<file path="src/sv/nsc_pkg.sv">
`timescale 1ns / 1ps
// ----------------------------------------------------------------------------
// nsc_pkg
// Shared sizes, register codes, reset values, reciprocal constants and the
// arrow cursor bitmap of the nearest-neighbor scaler.
// ----------------------------------------------------------------------------
package nsc_pkg;

    // frame store geometry
    localparam int MAX_SRC_W = 1024;
    localparam int MAX_SRC_H = 1024;
    localparam int COL_W     = $clog2(MAX_SRC_W);
    localparam int ROW_W     = $clog2(MAX_SRC_H);
    localparam int ADDR_W    = COL_W + ROW_W;
    localparam int DEPTH     = MAX_SRC_W * MAX_SRC_H;

    // destination geometry
    localparam int DST_W = 876;
    localparam int DST_H = 700;

    // field widths
    localparam int SIZE_W = 11;
    localparam int CRD_W  = 10;
    localparam int PIX_W  = 32;
    localparam int IDX_W  = 3;

    // scaled coordinate product and reciprocal multiply
    localparam int PROD_W    = CRD_W + SIZE_W;
    localparam int MUL_W     = 2 * PROD_W + 1;
    localparam int SHIFT_X   = PROD_W + $clog2(DST_W);
    localparam int SHIFT_Y   = PROD_W + $clog2(DST_H);
    localparam int QUO_X_W   = MUL_W - SHIFT_X;
    localparam int QUO_Y_W   = MUL_W - SHIFT_Y;
    localparam logic [63:0] RECIP_X =
        ((64'd1 << SHIFT_X) + 64'(DST_W) - 64'd1) / 64'(DST_W);
    localparam logic [63:0] RECIP_Y =
        ((64'd1 << SHIFT_Y) + 64'(DST_H) - 64'd1) / 64'(DST_H);

    // accept to result strobe, in clock edges
    localparam int PIPE_LAT = 5;

    // cursor overlay
    localparam int ARROW_SIZE = 14;
    localparam int ARROW_IW   = $clog2(ARROW_SIZE);
    localparam logic [PIX_W-1:0] WHITE_RGBA = '1;

    // register reset values
    localparam logic [SIZE_W-1:0] RST_SRC_W     = SIZE_W'(876);
    localparam logic [SIZE_W-1:0] RST_SRC_H     = SIZE_W'(700);
    localparam logic              RST_CURSOR_ON = 1'b1;
    localparam logic [CRD_W-1:0]  RST_CURSOR_X  = CRD_W'(438);
    localparam logic [CRD_W-1:0]  RST_CURSOR_Y  = CRD_W'(350);

    // register indexes
    typedef enum logic [IDX_W-1:0] {
        CFG_SRC_W     = 3'd0,
        CFG_SRC_H     = 3'd1,
        CFG_CURSOR_ON = 3'd2,
        CFG_CURSOR_X  = 3'd3,
        CFG_CURSOR_Y  = 3'd4
    } t_cfg_idx;

    // effective configuration seen by the datapath
    typedef struct packed {
        logic [SIZE_W-1:0] w;
        logic [SIZE_W-1:0] h;
        logic              cursor_on;
        logic [CRD_W-1:0]  cursor_x;
        logic [CRD_W-1:0]  cursor_y;
    } t_cfg;

    // frame store access issued by the coordinate pipeline
    typedef struct packed {
        logic              rd;
        logic              wr;
        logic [ADDR_W-1:0] addr;
        logic [PIX_W-1:0]  wdata;
        logic [SIZE_W-1:0] sx;
        logic [SIZE_W-1:0] top_row;
    } t_req;

    // one row of the arrow bitmap, bit n is column n
    function automatic logic [ARROW_SIZE-1:0] arrow_row(input logic [ARROW_IW-1:0] row);
        logic [ARROW_SIZE-1:0] bits;
        unique case (row)
            4'd0:    bits = 14'h0001;
            4'd1:    bits = 14'h0003;
            4'd2:    bits = 14'h0007;
            4'd3:    bits = 14'h000F;
            4'd4:    bits = 14'h001F;
            4'd5:    bits = 14'h003F;
            4'd6:    bits = 14'h007F;
            4'd7:    bits = 14'h00FF;
            4'd8:    bits = 14'h01FF;
            4'd9:    bits = 14'h003F;
            4'd10:   bits = 14'h0067;
            4'd11:   bits = 14'h00C3;
            4'd12:   bits = 14'h0180;
            4'd13:   bits = 14'h0080;
            default: bits = '0;
        endcase
        return bits;
    endfunction

endpackage

</file>
<file path="src/sv/nsc_out.sv">
`timescale 1ns / 1ps
// ----------------------------------------------------------------------------
// nsc_out
// Cursor hit test alongside the frame store read, then the output register
// that picks white or the stored pixel.
// ----------------------------------------------------------------------------
module nsc_out (
    input  logic                      i_clk,
    input  logic                      i_rst_n,
    input  nsc_pkg::t_req             i_req,
    input  nsc_pkg::t_cfg             i_cfg,
    input  logic [nsc_pkg::PIX_W-1:0] i_rdata,
    output logic                      o_valid,
    output logic [nsc_pkg::PIX_W-1:0] o_pixel_out,
    output logic                      o_from_cursor
);

    logic                          r_rd;
    logic                          r_cur;
    logic                          r_valid;
    logic [nsc_pkg::PIX_W-1:0]     r_pixel;
    logic                          r_from_cur;

    logic [nsc_pkg::SIZE_W:0]      dcol;
    logic [nsc_pkg::SIZE_W:0]      drow;
    logic                          in_box;
    logic [nsc_pkg::ARROW_SIZE-1:0] row_bits;
    logic                          hit;

    // offset from the cursor corner, top bit set when left of or above it
    always_comb begin
        dcol     = {1'b0, i_req.sx} - (nsc_pkg::SIZE_W + 1)'(i_cfg.cursor_x);
        drow     = {1'b0, i_req.top_row} - (nsc_pkg::SIZE_W + 1)'(i_cfg.cursor_y);
        in_box   = !dcol[nsc_pkg::SIZE_W] && !drow[nsc_pkg::SIZE_W]
                   && (32'(dcol) < 32'(nsc_pkg::ARROW_SIZE))
                   && (32'(drow) < 32'(nsc_pkg::ARROW_SIZE));
        row_bits = nsc_pkg::arrow_row(drow[nsc_pkg::ARROW_IW-1:0]);
        hit      = i_cfg.cursor_on && in_box && row_bits[dcol[nsc_pkg::ARROW_IW-1:0]];
    end

    // hit registered with the memory read
    always_ff @(posedge i_clk) begin
        if (!i_rst_n) begin
            r_rd <= 1'b0;
        end else begin
            r_rd <= i_req.rd;
        end
        r_cur <= hit;
    end

    // output word
    always_ff @(posedge i_clk) begin
        if (!i_rst_n) begin
            r_valid <= 1'b0;
        end else begin
            r_valid <= r_rd;
        end
        r_pixel    <= r_cur ? nsc_pkg::WHITE_RGBA : i_rdata;
        r_from_cur <= r_cur;
    end

    assign o_valid       = r_valid;
    assign o_pixel_out   = r_pixel;
    assign o_from_cursor = r_from_cur;

endmodule

</file>
<file path="config.mk">
export PLATFORM = sky130hd
export DESIGN_NAME = nsc_out
export DESIGN_NICKNAME = d
export VERILOG_FILES = /design/src/sv/nsc_pkg.sv /design/src/sv/nsc_out.sv
export SDC_FILE = /design/constraint.sdc
export NUM_CORES = 1
export LEC_CHECK = 0
export BUFFER_PORTS_ARGS = -buffer_cell sky130_fd_sc_hd__buf_2
export CAP_MARGIN = 15
export CORE_MARGIN = 5
export CORE_UTILIZATION = 35
export DETAILED_ROUTE_END_ITERATION = 10
export GPL_ROUTABILITY_DRIVEN = 1
export PLACE_DENSITY = 0.77
export SYNTH_ARGS = -nofsm -noshare
export SYNTH_HDL_FRONTEND = slang
export SYNTH_SLANG_ARGS = --single-unit
export TNS_END_PERCENT = 20
</file>
<file path="constraint.sdc">
create_clock -name i_clk -period 2.5 [get_ports i_clk]
set_input_delay 0.25 -clock i_clk [delete_from_list [all_inputs] [get_ports i_clk]]
set_output_delay 0.25 -clock i_clk [all_outputs]
set_load 0.01 [all_outputs]
</file>
### Word level (Yosys, flattened, before mapping)

Memory sizes are Yosys's and may differ from the RTL's.
Cells that the tools add are included.

| word-level totals | value |
|---|---|
| bits in registers | 36 |
| input port bits | 153 |
| memories kept | 1 |
| output and inout bits | 34 |
| bits in read-only memories | 144 |
| logic and storage cells | 20 |

Memory list:

| memory | depth | width | rd ports | clocked after memory_dff | write ports | line | source |
|---|---|---|---|---|---|---|---|
| (name not given) | 16 | 9 | 1 | 0 | 0 | nsc_pkg.sv:85 | `unique case (row)` |

| operators by class | value |
|---|---|
| $lt $le $gt $ge | 3 |
| reduce and logical (&&, ||, !) cells | 7 |
| multiplexer cells | 2 |
| add/sub/neg operators | 2 |

Operators by type and width:

| kind | count |
|---|---|
| $lt A12 B4 Y1 const B | 2 |
| $sub A11 B10 Y12 | 2 |
| $logic_and A1 B1 Y1 | 5 |
| $lt A4 B5 Y1 const B | 1 |
| $bmux W1 S4 | 1 |
| $logic_not A1 Y1 | 2 |
| $mux W1 | 1 |

### Longest topological paths before layout

Gate-level depths: netlist of the first run.

| logic depth | value |
|---|---|
| depth in word-level cells | 7 |
| gate-level depth with buffers | 12 |
| depth with buffers taken out | 12 |

### Least setup slack after synthesis of the first run

Ideal clock, no wire load.

| timing | value |
|---|---|
| path kind | input port to flip-flop |
| from | input port i_req[0] in the netlist's numbering |
| to | register r_cur |
| path slack | 0.113 ns |
| buffers on the path | 0 |
| setup time | 0.087 ns |
| data required time | 2.413 ns |
| stages | 12 |
| arrival time | 2.300 ns |
| cell sequence | inv_1 -> ha_1 -> inv_1 -> fa_1 -> a21o_1 -> a21oi_2 -> xnor2_1 -> nor4b_2 -> o2111ai_1 -> nor4_1 -> nand4_1 -> nor4b_2 |

| on the way | value |
|---|---|
| longest elaborated chain between the ends | 7 |
| elaborated cells on any way between the ends | 11 |
| those cells by class | add/sub (1); order compare (1); mux (2); reduce/logical (6); memory (1) |

RTL lines:

| element | line | source |
|---|---|---|
| start, declared | nsc_out.sv:10 | `input nsc_pkg::t_req i_req,` |
| $sub A11 B10 Y12 * | nsc_out.sv:33 | `drow = {1'b0, i_req.top_row} - (nsc_pkg::SIZE_W + 1)'(i_cfg.cursor_y);` |
| parallel branches: the longest is 5 deep, another holds $mem_v2 Z16 W9 | n/a |  |
| $logic_and A1 B1 Y1 * | nsc_out.sv:38 | `hit = i_cfg.cursor_on && in_box && row_bits[dcol[nsc_pkg::ARROW_IW-1:0]];` |
| via hit | nsc_out.sv:28 | `logic hit;` |
| end signal, assigned | nsc_out.sv:48 | `r_cur <= hit;` |
| end, declared | nsc_out.sv:19 | `logic r_cur;` |

Mark *: on every way through the listed nets, which the timed path passes. The select of a mux whose other input is x is not followed.
A chain may end at the register's enable or synchronous reset.

### Final worst setup path of the first run

Ends and elaborated chain as after synthesis.

==> results.md, run 1 <==
* CP max stage delay at 0.59 ns
* Transition at the pin with the smallest max-transition slack at 0.823 ns
* Number of DRC violations after detailed-routing iteration 0 at 64
* Cell type contributing the most total cell area after synthesis: sky130_fd_sc_hd__dfxtp_1
* Warning count from the yosys run at 0
* Layout overhead on the synthesized area at 37.4%
* Total vias in the final route at around 2.1k
* Hold Path Stages at 2
* Post-Syn Area at about 0.0022 mm2
* Overall die height at 89.5 um
* Worst reg2reg endpoint: o_pixel_out[7]
* Initial antenna violation count at 0
* Worst path required time at 2.69 ns
* Setup repair after global routing missed its margin: false
* Number of sinks on the clock net at 36
* Post-synthesis net count at 429
* Leak pwr at 1.60 nW
* Average wire per cell in the routed design at roughly 12 um
* Final core utilization at 48.7%
* Core Rows at 29
* Floorplan core area at 0.00624 mm2
* Place WS at -0.197 ns
* Data arrival time of the critical path at around 2.5 ns
* Cell occurring most often along the worst timing path: sky130_fd_sc_hd__inv_1
* Mean number of vias per cell at 4.67
* Clock-pin transition on the worst setup and hold timing paths at 0.07 ns
* Aggregate global routing overflow at 0
* HPWL after detailed placement at 4830 um
* FF-to-FF setup slack at 1.34 ns
* Power per cell area at around 500 mW/mm2
* Critical R2R Launch: r_cur
* Post-synthesis sequential element count at 36
* Iteration count of the initial detailed-routing pass at 4
* Non-filler cells in the finished layout at 454
* Gr usage total at 13.0%
* Wire length on met3 at between 600 and 700 um
* Wire length after detailed routing at between 5000 and 6000 um
* Worst hold start: i_rdata[27]
* Highest attainable clock frequency at 433 MHz
* Total area of sequential cells at 721 um2
* Maximum fanout along the worst path at 5
* Number of I/O port buffers at 111
* Die width at approximately 90 um
* Top cell type's share of synthesized area at 32.6%
* Setup Buffers After CTS at 0
* Share of the clock period used by the worst path at between 90 and 100%
* Type of element capturing the critical path: flop
* Logic depth of the worst register-to-register path at 1
* Status: completed
* Setup Skew at 0.00652 ns
* Count of final hold-check violations at 0
* Clk root buf: sky130_fd_sc_hd__clkbuf_8
* Routability cong. at approximately 0.83
* Peak ir drop on the vdd network at roughly 430 uV
* TritonCTS Buffers at 5
* Critical path start-end classification: primary input to flop
* Sequential fraction of the synthesis area at approximately a third
* Buffer depth of the longest clock path at 2
* Final critical path time including I/O delays and setup at roughly 2.3 ns
* Syn Area/Cell at slightly below 9 um2
* I/O Pins at 187
* Wire length on met2 at 2590 um
* CP Launch Type: primary input
* First-pass GRT wire length at 8340 um
* Number of placed instances with taps included at ~450
* Least setup slack across all paths after layout at 0.189 ns
* Cells taking the most area after synthesis: sky130_fd_sc_hd__dfxtp_1, sky130_fd_sc_hd__ha_1, sky130_fd_sc_hd__or2_2
* Worst Hold End: o_pixel_out[27]
* Die ar. at 0.00801 mm2
* Critical-path top delay cell: sky130_fd_sc_hd__fa_1
* Maximum Capacitance Violations at 0
* Count of H-tree levels built during CTS at 2
* Layout filler cell count at approximately 620
* Antenna violation net count after detailed routing at 0
* Number of remaining DRC errors at 0
* Headroom to the max-slew limit at between 40% and 50%
* Dominant synthesized flop cell: sky130_fd_sc_hd__dfxtp_1
* Initial core utilization at 35.4%
* Via count of the first global-routing pass at between 1.5k and 2k
* Worst-path cell chain: buf_2 -> inv_1 -> ha_1 -> inv_1 -> fa_1 -> inv_1 -> buf_4 -> ha_1 -> o221ai_1 -> a21boi_0 -> o311a_1 -> nor4b_2
* Share of post-route cells with drive strength above 1 at between 40% and 50%
* Clock tree from TritonCTS: built
* Sum of internal, switching and leakage power at approximately 1.5 mW
* Clock insertion delay at the later pin of the skew report at approximately 0.28 ns
* Gate count of the mapped netlist at 249
* Worst hold path class: primary input to flop
* Area of the multi-input gates at approximately 0.0014 mm2
* Nets at 556
* EDFF count, synth at 0
* Highest signal layer in the routed design: met4
* Final setup fails at 0
* Total inserted antenna cells at 0
* Slew Limit Fails at 0
* Largest net degree at the start of global routing at 34
* M1 WL at 2290 um
* Post-synth ARST share at 0%
* Unique cell type count in the Yosys netlist at 50
==> registers in the layout, indices dropped and copies added (netlist names) <==
signal         count
o_pixel_out       32
o_from_cursor      1
o_valid            1
r_cur              1
r_rd               1
==> worst max-delay path: cells and delay by family <==
family | cells | cell delay (ns)
adder cells (fa/ha/maj) | 3 | 0.93
buffers and inverters | 5 | 0.45
AND/OR/NAND/NOR | 1 | 0.29
AO/OA/AOI/OAI | 3 | 0.57
==> cell type report <==
cell class              count  area share, %
flip-flops and latches     36           23.7
well taps                  77           3.17
clock buffers               5           2.26
repair buffers            124           21.5
inverters                  30           3.70
clock inverters             3          0.617
multi-input cells         179           45.1
==> synthesized netlist by cell type (2+ instances only) <==
master	number
sky130_fd_sc_hd__dfxtp_1	36
sky130_fd_sc_hd__or2_2	32
sky130_fd_sc_hd__inv_1	30
sky130_fd_sc_hd__ha_1	25
sky130_fd_sc_hd__a21oi_1	16
sky130_fd_sc_hd__nor2_1	11
sky130_fd_sc_hd__o21ai_0	9
sky130_fd_sc_hd__nand2_1	8
sky130_fd_sc_hd__xnor2_1	8
sky130_fd_sc_hd__nor3_1	7
sky130_fd_sc_hd__o21a_1	5
sky130_fd_sc_hd__o211ai_1	4
sky130_fd_sc_hd__a211oi_1	3
sky130_fd_sc_hd__a21boi_0	3
sky130_fd_sc_hd__a21o_1	3
sky130_fd_sc_hd__clkbuf_1	3
sky130_fd_sc_hd__nand3_1	3
sky130_fd_sc_hd__o311a_1	3
sky130_fd_sc_hd__xor2_1	3
sky130_fd_sc_hd__a21oi_2	2
sky130_fd_sc_hd__and2_1	2
sky130_fd_sc_hd__fa_1	2
sky130_fd_sc_hd__nor4b_2	2
sky130_fd_sc_hd__o2111ai_1	2
sky130_fd_sc_hd__o31ai_1	2
==> where the power goes <==
part | total [mW] | switching [mW] | internal, mW
Sequential | 0.607 | 0.00547 | 0.602
Clock | 0.390 | 0.196 | 0.194
Combinational | 0.524 | 0.260 | 0.264
==> cells in the final DEF (no fill, tap or decap), types with 2 or more instances in the layout <==
cell,count
sky130_fd_sc_hd__inv_1,30
sky130_fd_sc_hd__xnor2_1,8
sky130_fd_sc_hd__or2_2,32
sky130_fd_sc_hd__o2111ai_1,2
sky130_fd_sc_hd__a211oi_1,3
sky130_fd_sc_hd__nand3_1,3
sky130_fd_sc_hd__clkinv_2,2
sky130_fd_sc_hd__o311a_1,3
sky130_fd_sc_hd__buf_4,13
sky130_fd_sc_hd__o21a_1,5
sky130_fd_sc_hd__nor2_1,11
sky130_fd_sc_hd__fa_1,2
sky130_fd_sc_hd__nor4b_2,2
sky130_fd_sc_hd__buf_2,111
sky130_fd_sc_hd__o21ai_0,9
sky130_fd_sc_hd__dfxtp_1,36
sky130_fd_sc_hd__a21oi_2,2
sky130_fd_sc_hd__xor2_1,2
sky130_fd_sc_hd__a21boi_0,3
sky130_fd_sc_hd__a21o_1,3
sky130_fd_sc_hd__xor2_2,2
sky130_fd_sc_hd__clkbuf_8,5
sky130_fd_sc_hd__o211ai_1,4
sky130_fd_sc_hd__ha_1,25
sky130_fd_sc_hd__and2_1,2
sky130_fd_sc_hd__a21oi_1,16
sky130_fd_sc_hd__nand2_1,8
sky130_fd_sc_hd__o31ai_1,2
sky130_fd_sc_hd__nor3_1,7
==> through the flow <==
stage | TNS [ns] | cell area, um2 | hold slack (ns)
2_1_floorplan | 0 | 2210 | 0.354
3_3_place_gp | -0.180 | 2950 | 0.416
3_5_place_dp | -0.197 | 2950 | 0.431
4_1_cts | 0 | 3030 | 0.138
5_1_grt | 0 | 3040 | 0.135
6_report | 0 | 3040 | 0.148
==> cell families after synthesis <==
family,count (synthesis),synth area share [%]
AND/OR/NAND/NOR,76,20.0
buffers and inverters,34,5.83
adder cells (fa/ha/maj),27,16.0
flip-flops,36,32.6
XOR/XNOR,12,5.09
AO/OA/AOI/OAI,62,19.6
multiplexers,2,0.962
==> what timing repair did <==
| action | 4_1_cts | 5_1_grt |
|---|---|---|
| hold buffers | 0 | 0 |
| endpoints found under the setup margin | 0 | 1 |
| resized for setup | 0 | 1 |
==> worst max-delay path by stage <==
stage,start,end
after floorplan,i_req[0],r_cur
after global routing,i_req[0],r_cur
after global placement,i_req[0],r_cur
after detailed placement,i_req[0],r_cur
after CTS,i_req[0],r_cur
final,i_req[0],r_cur
==> metal layers <==
metal / global-route usage (%) / up-vias
met5: 0 / -
met4: 4.74 / 0
met2: 23.6 / 99
met1: 14.8 / 901
met3: 2.86 / 8
li1: - / 1114
(Power assumes the default switching activity.)
==> run 2, diff against run 1 <==
- GPL_TIMING_DRIVEN: unset -> 0
==> results.md, run 2 (synthesized netlist as in run 1, its figures left out) <==
* Count of H-tree levels built during CTS at 2 (unchanged)
* Routability cong. at 0.864 (was 0.827)
* Layout overhead on the synthesized area at 35.4% (was 37.4%)
* Commonest cells after routing, fill and taps aside: sky130_fd_sc_hd__buf_2, sky130_fd_sc_hd__dfxtp_1, sky130_fd_sc_hd__or2_2 (unchanged)
* Buffer depth of the longest clock path at 2 (unchanged)
* Number of I/O port buffers at 111 (unchanged)
* Initial antenna violation count at 0 (unchanged)
* Number of DRC violations after detailed-routing iteration 0 at 47 (was 64)
* Share of post-route cells with drive strength above 1 at 45.5% (was 46.4%)
* Total inserted antenna cells at 0 (unchanged)
* First-pass GRT wire length at 8340 um (unchanged)
* Busiest grt layer: met2 (unchanged)
* Number of remaining DRC errors at 0 (unchanged)
* Critical path start-end classification: primary input to flop (unchanged)
* Clock-pin transition on the worst setup and hold timing paths at 0.07 ns (about the same)
* Average wire per cell in the routed design at 12.7 um (was 12.4 um)
* GR Util met3 at 2.86% (unchanged)
* Leak pwr at 1.55 nW (was 1.60 nW)
* Type of element capturing the critical path: flop (unchanged)
* Worst-case hold slack at 0.150 ns (was 0.148 ns)
* Iteration count of the initial detailed-routing pass at 4 (unchanged)
* Largest net degree at the start of global routing at 12 (was 34)
* HPWL after detailed placement at 4880 um (was 4830 um)
* Headroom to the max-slew limit at 67.8% (was 45.1%)
* Core Rows at 29 (unchanged)
* CP Launch Type: primary input (unchanged)
* Initial core utilization at 35.4% (unchanged)
* Status: completed (unchanged)
* Sum of internal, switching and leakage power at 1.52 mW (about the same)
* Final setup fails at 0 (unchanged)
* Maximum fanout along the worst path at 5 (unchanged)
* Number of flip-flops under the largest register name at 32 (unchanged)
* Least setup slack across all paths after layout at 0.144 ns (was 0.189 ns)
* Setup Skew at 0.00631 ns (was 0.00652 ns)
* Final core utilization at 48.0% (was 48.7%)
* Mean number of vias per cell at 4.78 (was 4.67)
* Final critical path time including I/O delays and setup at 2.36 ns (was 2.31 ns)
* Peak ir drop on the vdd network at 397 uV (was 430 uV)
* Worst path required time at 2.68 ns (was 2.69 ns)
* Floorplan core area at 0.00624 mm2 (unchanged)
* Via count of the first global-routing pass at 1,981 (was 1,983)
* Die ar. at 0.00801 mm2 (unchanged)
* Overall die height at 89.5 um (unchanged)
* Share of the clock period used by the worst path at 94.2% (was 92.5%)
* Total vias in the final route at 2,131 (was 2,122)
* Clk root buf: sky130_fd_sc_hd__clkbuf_8 (unchanged)
* Nets at 548 (was 556)
* Power per cell area at 509 mW/mm2 (was 500 mW/mm2)
* Maximum Capacitance Violations at 0 (unchanged)
* Worst hold path class: primary input to flop (unchanged)
* Gr usage total at 13.0% (about the same)
* Clock insertion delay at the later pin of the skew report at 0.27 ns (was 0.28 ns)
* Leading cell type in the layout, fill and taps excluded: sky130_fd_sc_hd__buf_2 (unchanged)
* Highest attainable clock frequency at 424 MHz (was 433 MHz)
* Data arrival time of the critical path at 2.54 ns (was 2.50 ns)
* Transition at the pin with the smallest max-transition slack at 0.477 ns (was 0.823 ns)
* Place WS at -0.277 ns (was -0.197 ns)
* Die width at 89.5 um (unchanged)
* Global-route track usage on met1 at 15.2% (was 14.8%)
* Wire length after detailed routing at 5680 um (was 5630 um)
* Count of final hold-check violations at 0 (unchanged)
* I/O Pins at 187 (unchanged)
* Met2 Track Usage GR at 23.0% (was 23.6%)
* Antenna violation net count after detailed routing at 0 (unchanged)
* Number of sinks on the clock net at 36 (unchanged)
* Aggregate global routing overflow at 0 (unchanged)
* Setup repair after global routing missed its margin: false (unchanged)
* Slew Limit Fails at 0 (unchanged)
* TritonCTS Buffers at 5 (unchanged)
* Layout filler cell count at 599 (was 619)
* Clock tree from TritonCTS: built (unchanged)
* Number of hold buffers added after CTS at 0 (unchanged)
-- run 2: cell count changes in the layout (fill, tap and decap cells not counted), sizes merged --
cell and delta:
clkbuf +5, clkinvlp +1, clkinv -3, buf -11
-- run 2: per-stage QoR --
| stage | area, um2 | std cells | setup TNS [ns] |
|---|---|---|---|
| after floorplan | 2210 | 249 | 0 |
| after global placement | 2860 | 437 | -0.265 |
| after detailed placement | 2860 | 437 | -0.277 |
| after CTS | 2960 | 445 | 0 |
| after global routing | 3000 | 446 | 0 |
| final | 3000 | 446 | 0 |
-- run 2: metal layers --
layer  routed length (um)  part of all wire (%)
met5                    0                     0
met4                   78                   1.4
met3                  622                    11
met2                 2620                    46
met1                 2360                    42
-- run 2: area by class of cell --
| type | count | area [um2] | share of cell area, % |
|---|---|---|---|
| sequential | 36 | 721 | 24.1 |
| tap | 77 | 96.3 | 3.22 |
| clock buffer | 7 | 86.3 | 2.88 |
| clock inverter | 1 | 7.51 | 0.251 |
| multi-input combinational | 179 | 1390 | 46.5 |
| inverter | 30 | 113 | 3.76 |
| timing repair buffer | 112 | 563 | 18.8 |
| buffer | 4 | 16.3 | 0.543 |
-- run 2: worst max-delay path, stage by stage --
cell and delay (ns):
sky130_fd_sc_hd__buf_2 0.10, sky130_fd_sc_hd__inv_2 0.05, sky130_fd_sc_hd__ha_4 0.12, sky130_fd_sc_hd__inv_2 0.04
sky130_fd_sc_hd__fa_2 0.38, sky130_fd_sc_hd__buf_4 0.16, sky130_fd_sc_hd__xor2_1 0.33, sky130_fd_sc_hd__nand2_1 0.16
sky130_fd_sc_hd__o221ai_1 0.20, sky130_fd_sc_hd__a21boi_0 0.11, sky130_fd_sc_hd__o311a_1 0.32, sky130_fd_sc_hd__nor4b_2 0.31
-- run 2: worst paths after layout --
path                            slack (ns)        from  depth (start not counted)              end
worst max register to register        1.48       r_cur                          2  o_pixel_out[14]
worst max-delay path                  0.14    i_req[0]                         12            r_cur
worst min register to register        0.44        r_rd                          1          o_valid
worst min-delay path                  0.15  i_rdata[1]                          2   o_pixel_out[1]
-- run 2: what timing repair did --
action                                  in CTS  in global routing
setup buffers                                0                  1
resized for setup                            0                  7
endpoints found under the setup margin       0                  1
hold endpoints to repair                     0                  0
-- run 2: power by group --
part | leakage [nW] | internal, mW | switching (mW)
Clock | 0.0445 | 0.224 | 0.188
Combinational | 1.21 | 0.246 | 0.258
Sequential | 0.303 | 0.602 | 0.00597
==> run 3, diff against run 2 <==
- PLACE_DENSITY: 0.77 -> 0.8
==> results.md, run 3 (synthesized netlist as in run 1, its figures left out) <==
* Share of the clock period used by the worst path at 92.9% (was 94.2%)
* I/O Pins at 187 (unchanged)
* Type of element capturing the critical path: flop (unchanged)
* Via count of the first global-routing pass at 2,036 (was 1,981)
* Die width at 89.5 um (unchanged)
* Setup repair after global routing missed its margin: false (unchanged)
* Layout filler cell count at 607 (was 599)
* Nets at 547 (was 548)
* Antenna violation net count after detailed routing at 0 (unchanged)
* Floorplan core area at 0.00624 mm2 (unchanged)
* Place WS at -0.275 ns (was -0.277 ns)
* Worst reg2reg endpoint: o_pixel_out[26] (was o_pixel_out[14])
* Worst-path cell chain: buf_2 -> inv_1 -> ha_1 -> inv_1 -> fa_2 -> a21o_1 -> a21oi_2 -> xnor2_1 -> nor4b_2 -> o2111ai_1 -> nor4_1 -> nand4_1 -> nor4b_2 (was buf_2 -> inv_2 -> ha_4 -> inv_2 -> fa_2 -> buf_4 -> xor2_1 -> nand2_1 -> o221ai_1 -> a21boi_0 -> o311a_1 -> nor4b_2)
* Die ar. at 0.00801 mm2 (unchanged)
* Gr usage total at 13.3% (was 13.0%)
* Number of DRC violations after detailed-routing iteration 0 at 40 (was 47)
* Buffer depth of the longest clock path at 2 (unchanged)
* Commonest cells after routing, fill and taps aside: sky130_fd_sc_hd__buf_2, sky130_fd_sc_hd__dfxtp_1, sky130_fd_sc_hd__or2_2 (unchanged)
* Setup Skew at 0.00476 ns (was 0.00631 ns)
* Aggregate global routing overflow at 0 (unchanged)
* CP max stage delay at 0.40 ns (was 0.38 ns)
* Peak ir drop on the vdd network at 483 uV (was 397 uV)
* Final critical path time including I/O delays and setup at 2.32 ns (was 2.36 ns)
* Iteration count of the initial detailed-routing pass at 4 (unchanged)
* Leak pwr at 1.56 nW (was 1.55 nW)
* HPWL after detailed placement at 4880 um (about the same)
* Crit path max-delay family: simple AND/OR/NAND/NOR gates (was compound AO/OA/AOI/OAI gates)
* Mean number of vias per cell at 4.76 (was 4.78)
* Slew Limit Fails at 0 (unchanged)
* Clk root buf: sky130_fd_sc_hd__clkbuf_8 (unchanged)
* Number of remaining DRC errors at 0 (unchanged)
* Total inserted antenna cells at 0 (unchanged)
* Hold Path Stages at 2 (unchanged)
* Number of placed instances with taps included at 437 (unchanged)
* Maximum fanout along the worst path at 3 (was 5)
* Critical path start-end classification: primary input to flop (unchanged)
* Worst path required time at 2.68 ns (about the same)
* Number of I/O port buffers at 111 (unchanged)
* Maximum Capacitance Violations at 0 (unchanged)
* Critical R2R Launch: r_cur (unchanged)
* Total vias in the final route at 2,120 (was 2,131)
* Total area of sequential cells at 721 um2 (unchanged)
* Initial antenna violation count at 0 (unchanged)
* Count of H-tree levels built during CTS at 2 (unchanged)
* Critical-path top delay cell: sky130_fd_sc_hd__fa_2 (unchanged)
* Post-CTS resize count at 0 (unchanged)
* Clock tree from TritonCTS: built (unchanged)
* Highest attainable clock frequency at 430 MHz (was 424 MHz)
* Clock-pin transition on the worst setup and hold timing paths at 0.07 ns (about the same)
* Average wire per cell in the routed design at 12.7 um (about the same)
* TritonCTS Buffers at 5 (unchanged)
* Worst hold start: i_rdata[30] (was i_rdata[1])
* Data arrival time of the critical path at 2.51 ns (was 2.54 ns)
* Layout overhead on the synthesized area at 35.3% (was 35.4%)
* Worst-case hold slack at 0.147 ns (was 0.150 ns)
* Worst hold path class: primary input to flop (unchanged)
* Share of post-route cells with drive strength above 1 at 44.8% (was 45.5%)
* Core Rows at 29 (unchanged)
* Initial core utilization at 35.4% (unchanged)
* Number of flip-flops under the largest register name at 32 (unchanged)
* Area of all placed cells without fillers at 0.00299 mm2 (was 0.00300 mm2)
* First-pass GRT wire length at 8550 um (was 8340 um)
* Overall die height at 89.5 um (unchanged)
* Count of final hold-check violations at 0 (unchanged)
* Clock insertion delay at the later pin of the skew report at 0.28 ns (was 0.27 ns)
* Combined buffer and inverter count along the critical path at 3 (was 4)
* Transition at the pin with the smallest max-transition slack at 0.500 ns (was 0.477 ns)
* FF-to-FF setup slack at 1.45 ns (was 1.48 ns)
* Power per cell area at 536 mW/mm2 (was 509 mW/mm2)
* Total negative setup slack at 0 ns (unchanged)
* Largest net degree at the start of global routing at 13 (was 12)
* Logic depth of the worst register-to-register path at 2 (unchanged)
* Status: completed (unchanged)
* Number of hold buffers added after CTS at 0 (unchanged)
* Setup Buffers After CTS at 0 (unchanged)
* Routability cong. at 0.860 (was 0.864)
* Non-filler cells in the finished layout at 445 (was 446)
* Final setup fails at 0 (unchanged)
* Leading cell type in the layout, fill and taps excluded: sky130_fd_sc_hd__buf_2 (unchanged)
* Post-detailed-placement cell area at 0.00286 mm2 (unchanged)
* Headroom to the max-slew limit at 66.2% (was 67.8%)
* Wire length after detailed routing at 5660 um (was 5680 um)
* CP Launch Type: primary input (unchanged)
* Area of the multi-input gates at 0.00138 mm2 (was 0.00139 mm2)
* Least setup slack across all paths after layout at 0.176 ns (was 0.144 ns)
* Worst Hold End: o_pixel_out[30] (was o_pixel_out[1])
* Number of sinks on the clock net at 36 (unchanged)
[run 3: cell type report]
cell class / instances / area share, %
Multi-Input combinational cell: 179 / 46.1
Sequential cell: 36 / 24.1
Timing Repair Buffer: 111 / 18.6
Inverter: 30 / 3.76
Tap cell: 77 / 3.22
Clock buffer: 5 / 2.30
Clock inverter: 3 / 1.42
Buffer: 4 / 0.543
[run 3: layer usage]
metal  vias up  GRT usage, %  part of all wire [%]
li1       1094             -                     -
met1       930          15.5                    41
met2        90          24.2                    46
met3         6          2.30                    11
met4         0          4.74                   1.2
met5         -             0                     0
[run 3: how the worst max path moves through the flow]
stage	start	to	slack, ns	depth (start not counted)
final	i_req[0]	r_cur	0.18	13
after floorplan	i_req[0]	r_cur	0.11	12
after global placement	i_req[0]	r_cur	-0.27	13
after global routing	i_req[0]	r_cur	0.02	13
after CTS	i_req[0]	r_cur	0.02	13
after detailed placement	i_req[0]	r_cur	-0.27	13
[run 3: power by group]
| group | total (mW) | internal [mW] | switching, mW |
|---|---|---|---|
| logic | 0.501 | 0.242 | 0.258 |
| clock network | 0.496 | 0.295 | 0.201 |
| registers | 0.608 | 0.602 | 0.00571 |
[run 3: through the flow]
step	power, mW	util, %
2_1_floorplan	0.963	-
3_3_place_gp	1.10	45.9
3_5_place_dp	1.11	45.9
4_1_cts	1.61	47.7
5_1_grt	1.70	48.0
6_report	1.60	48.0
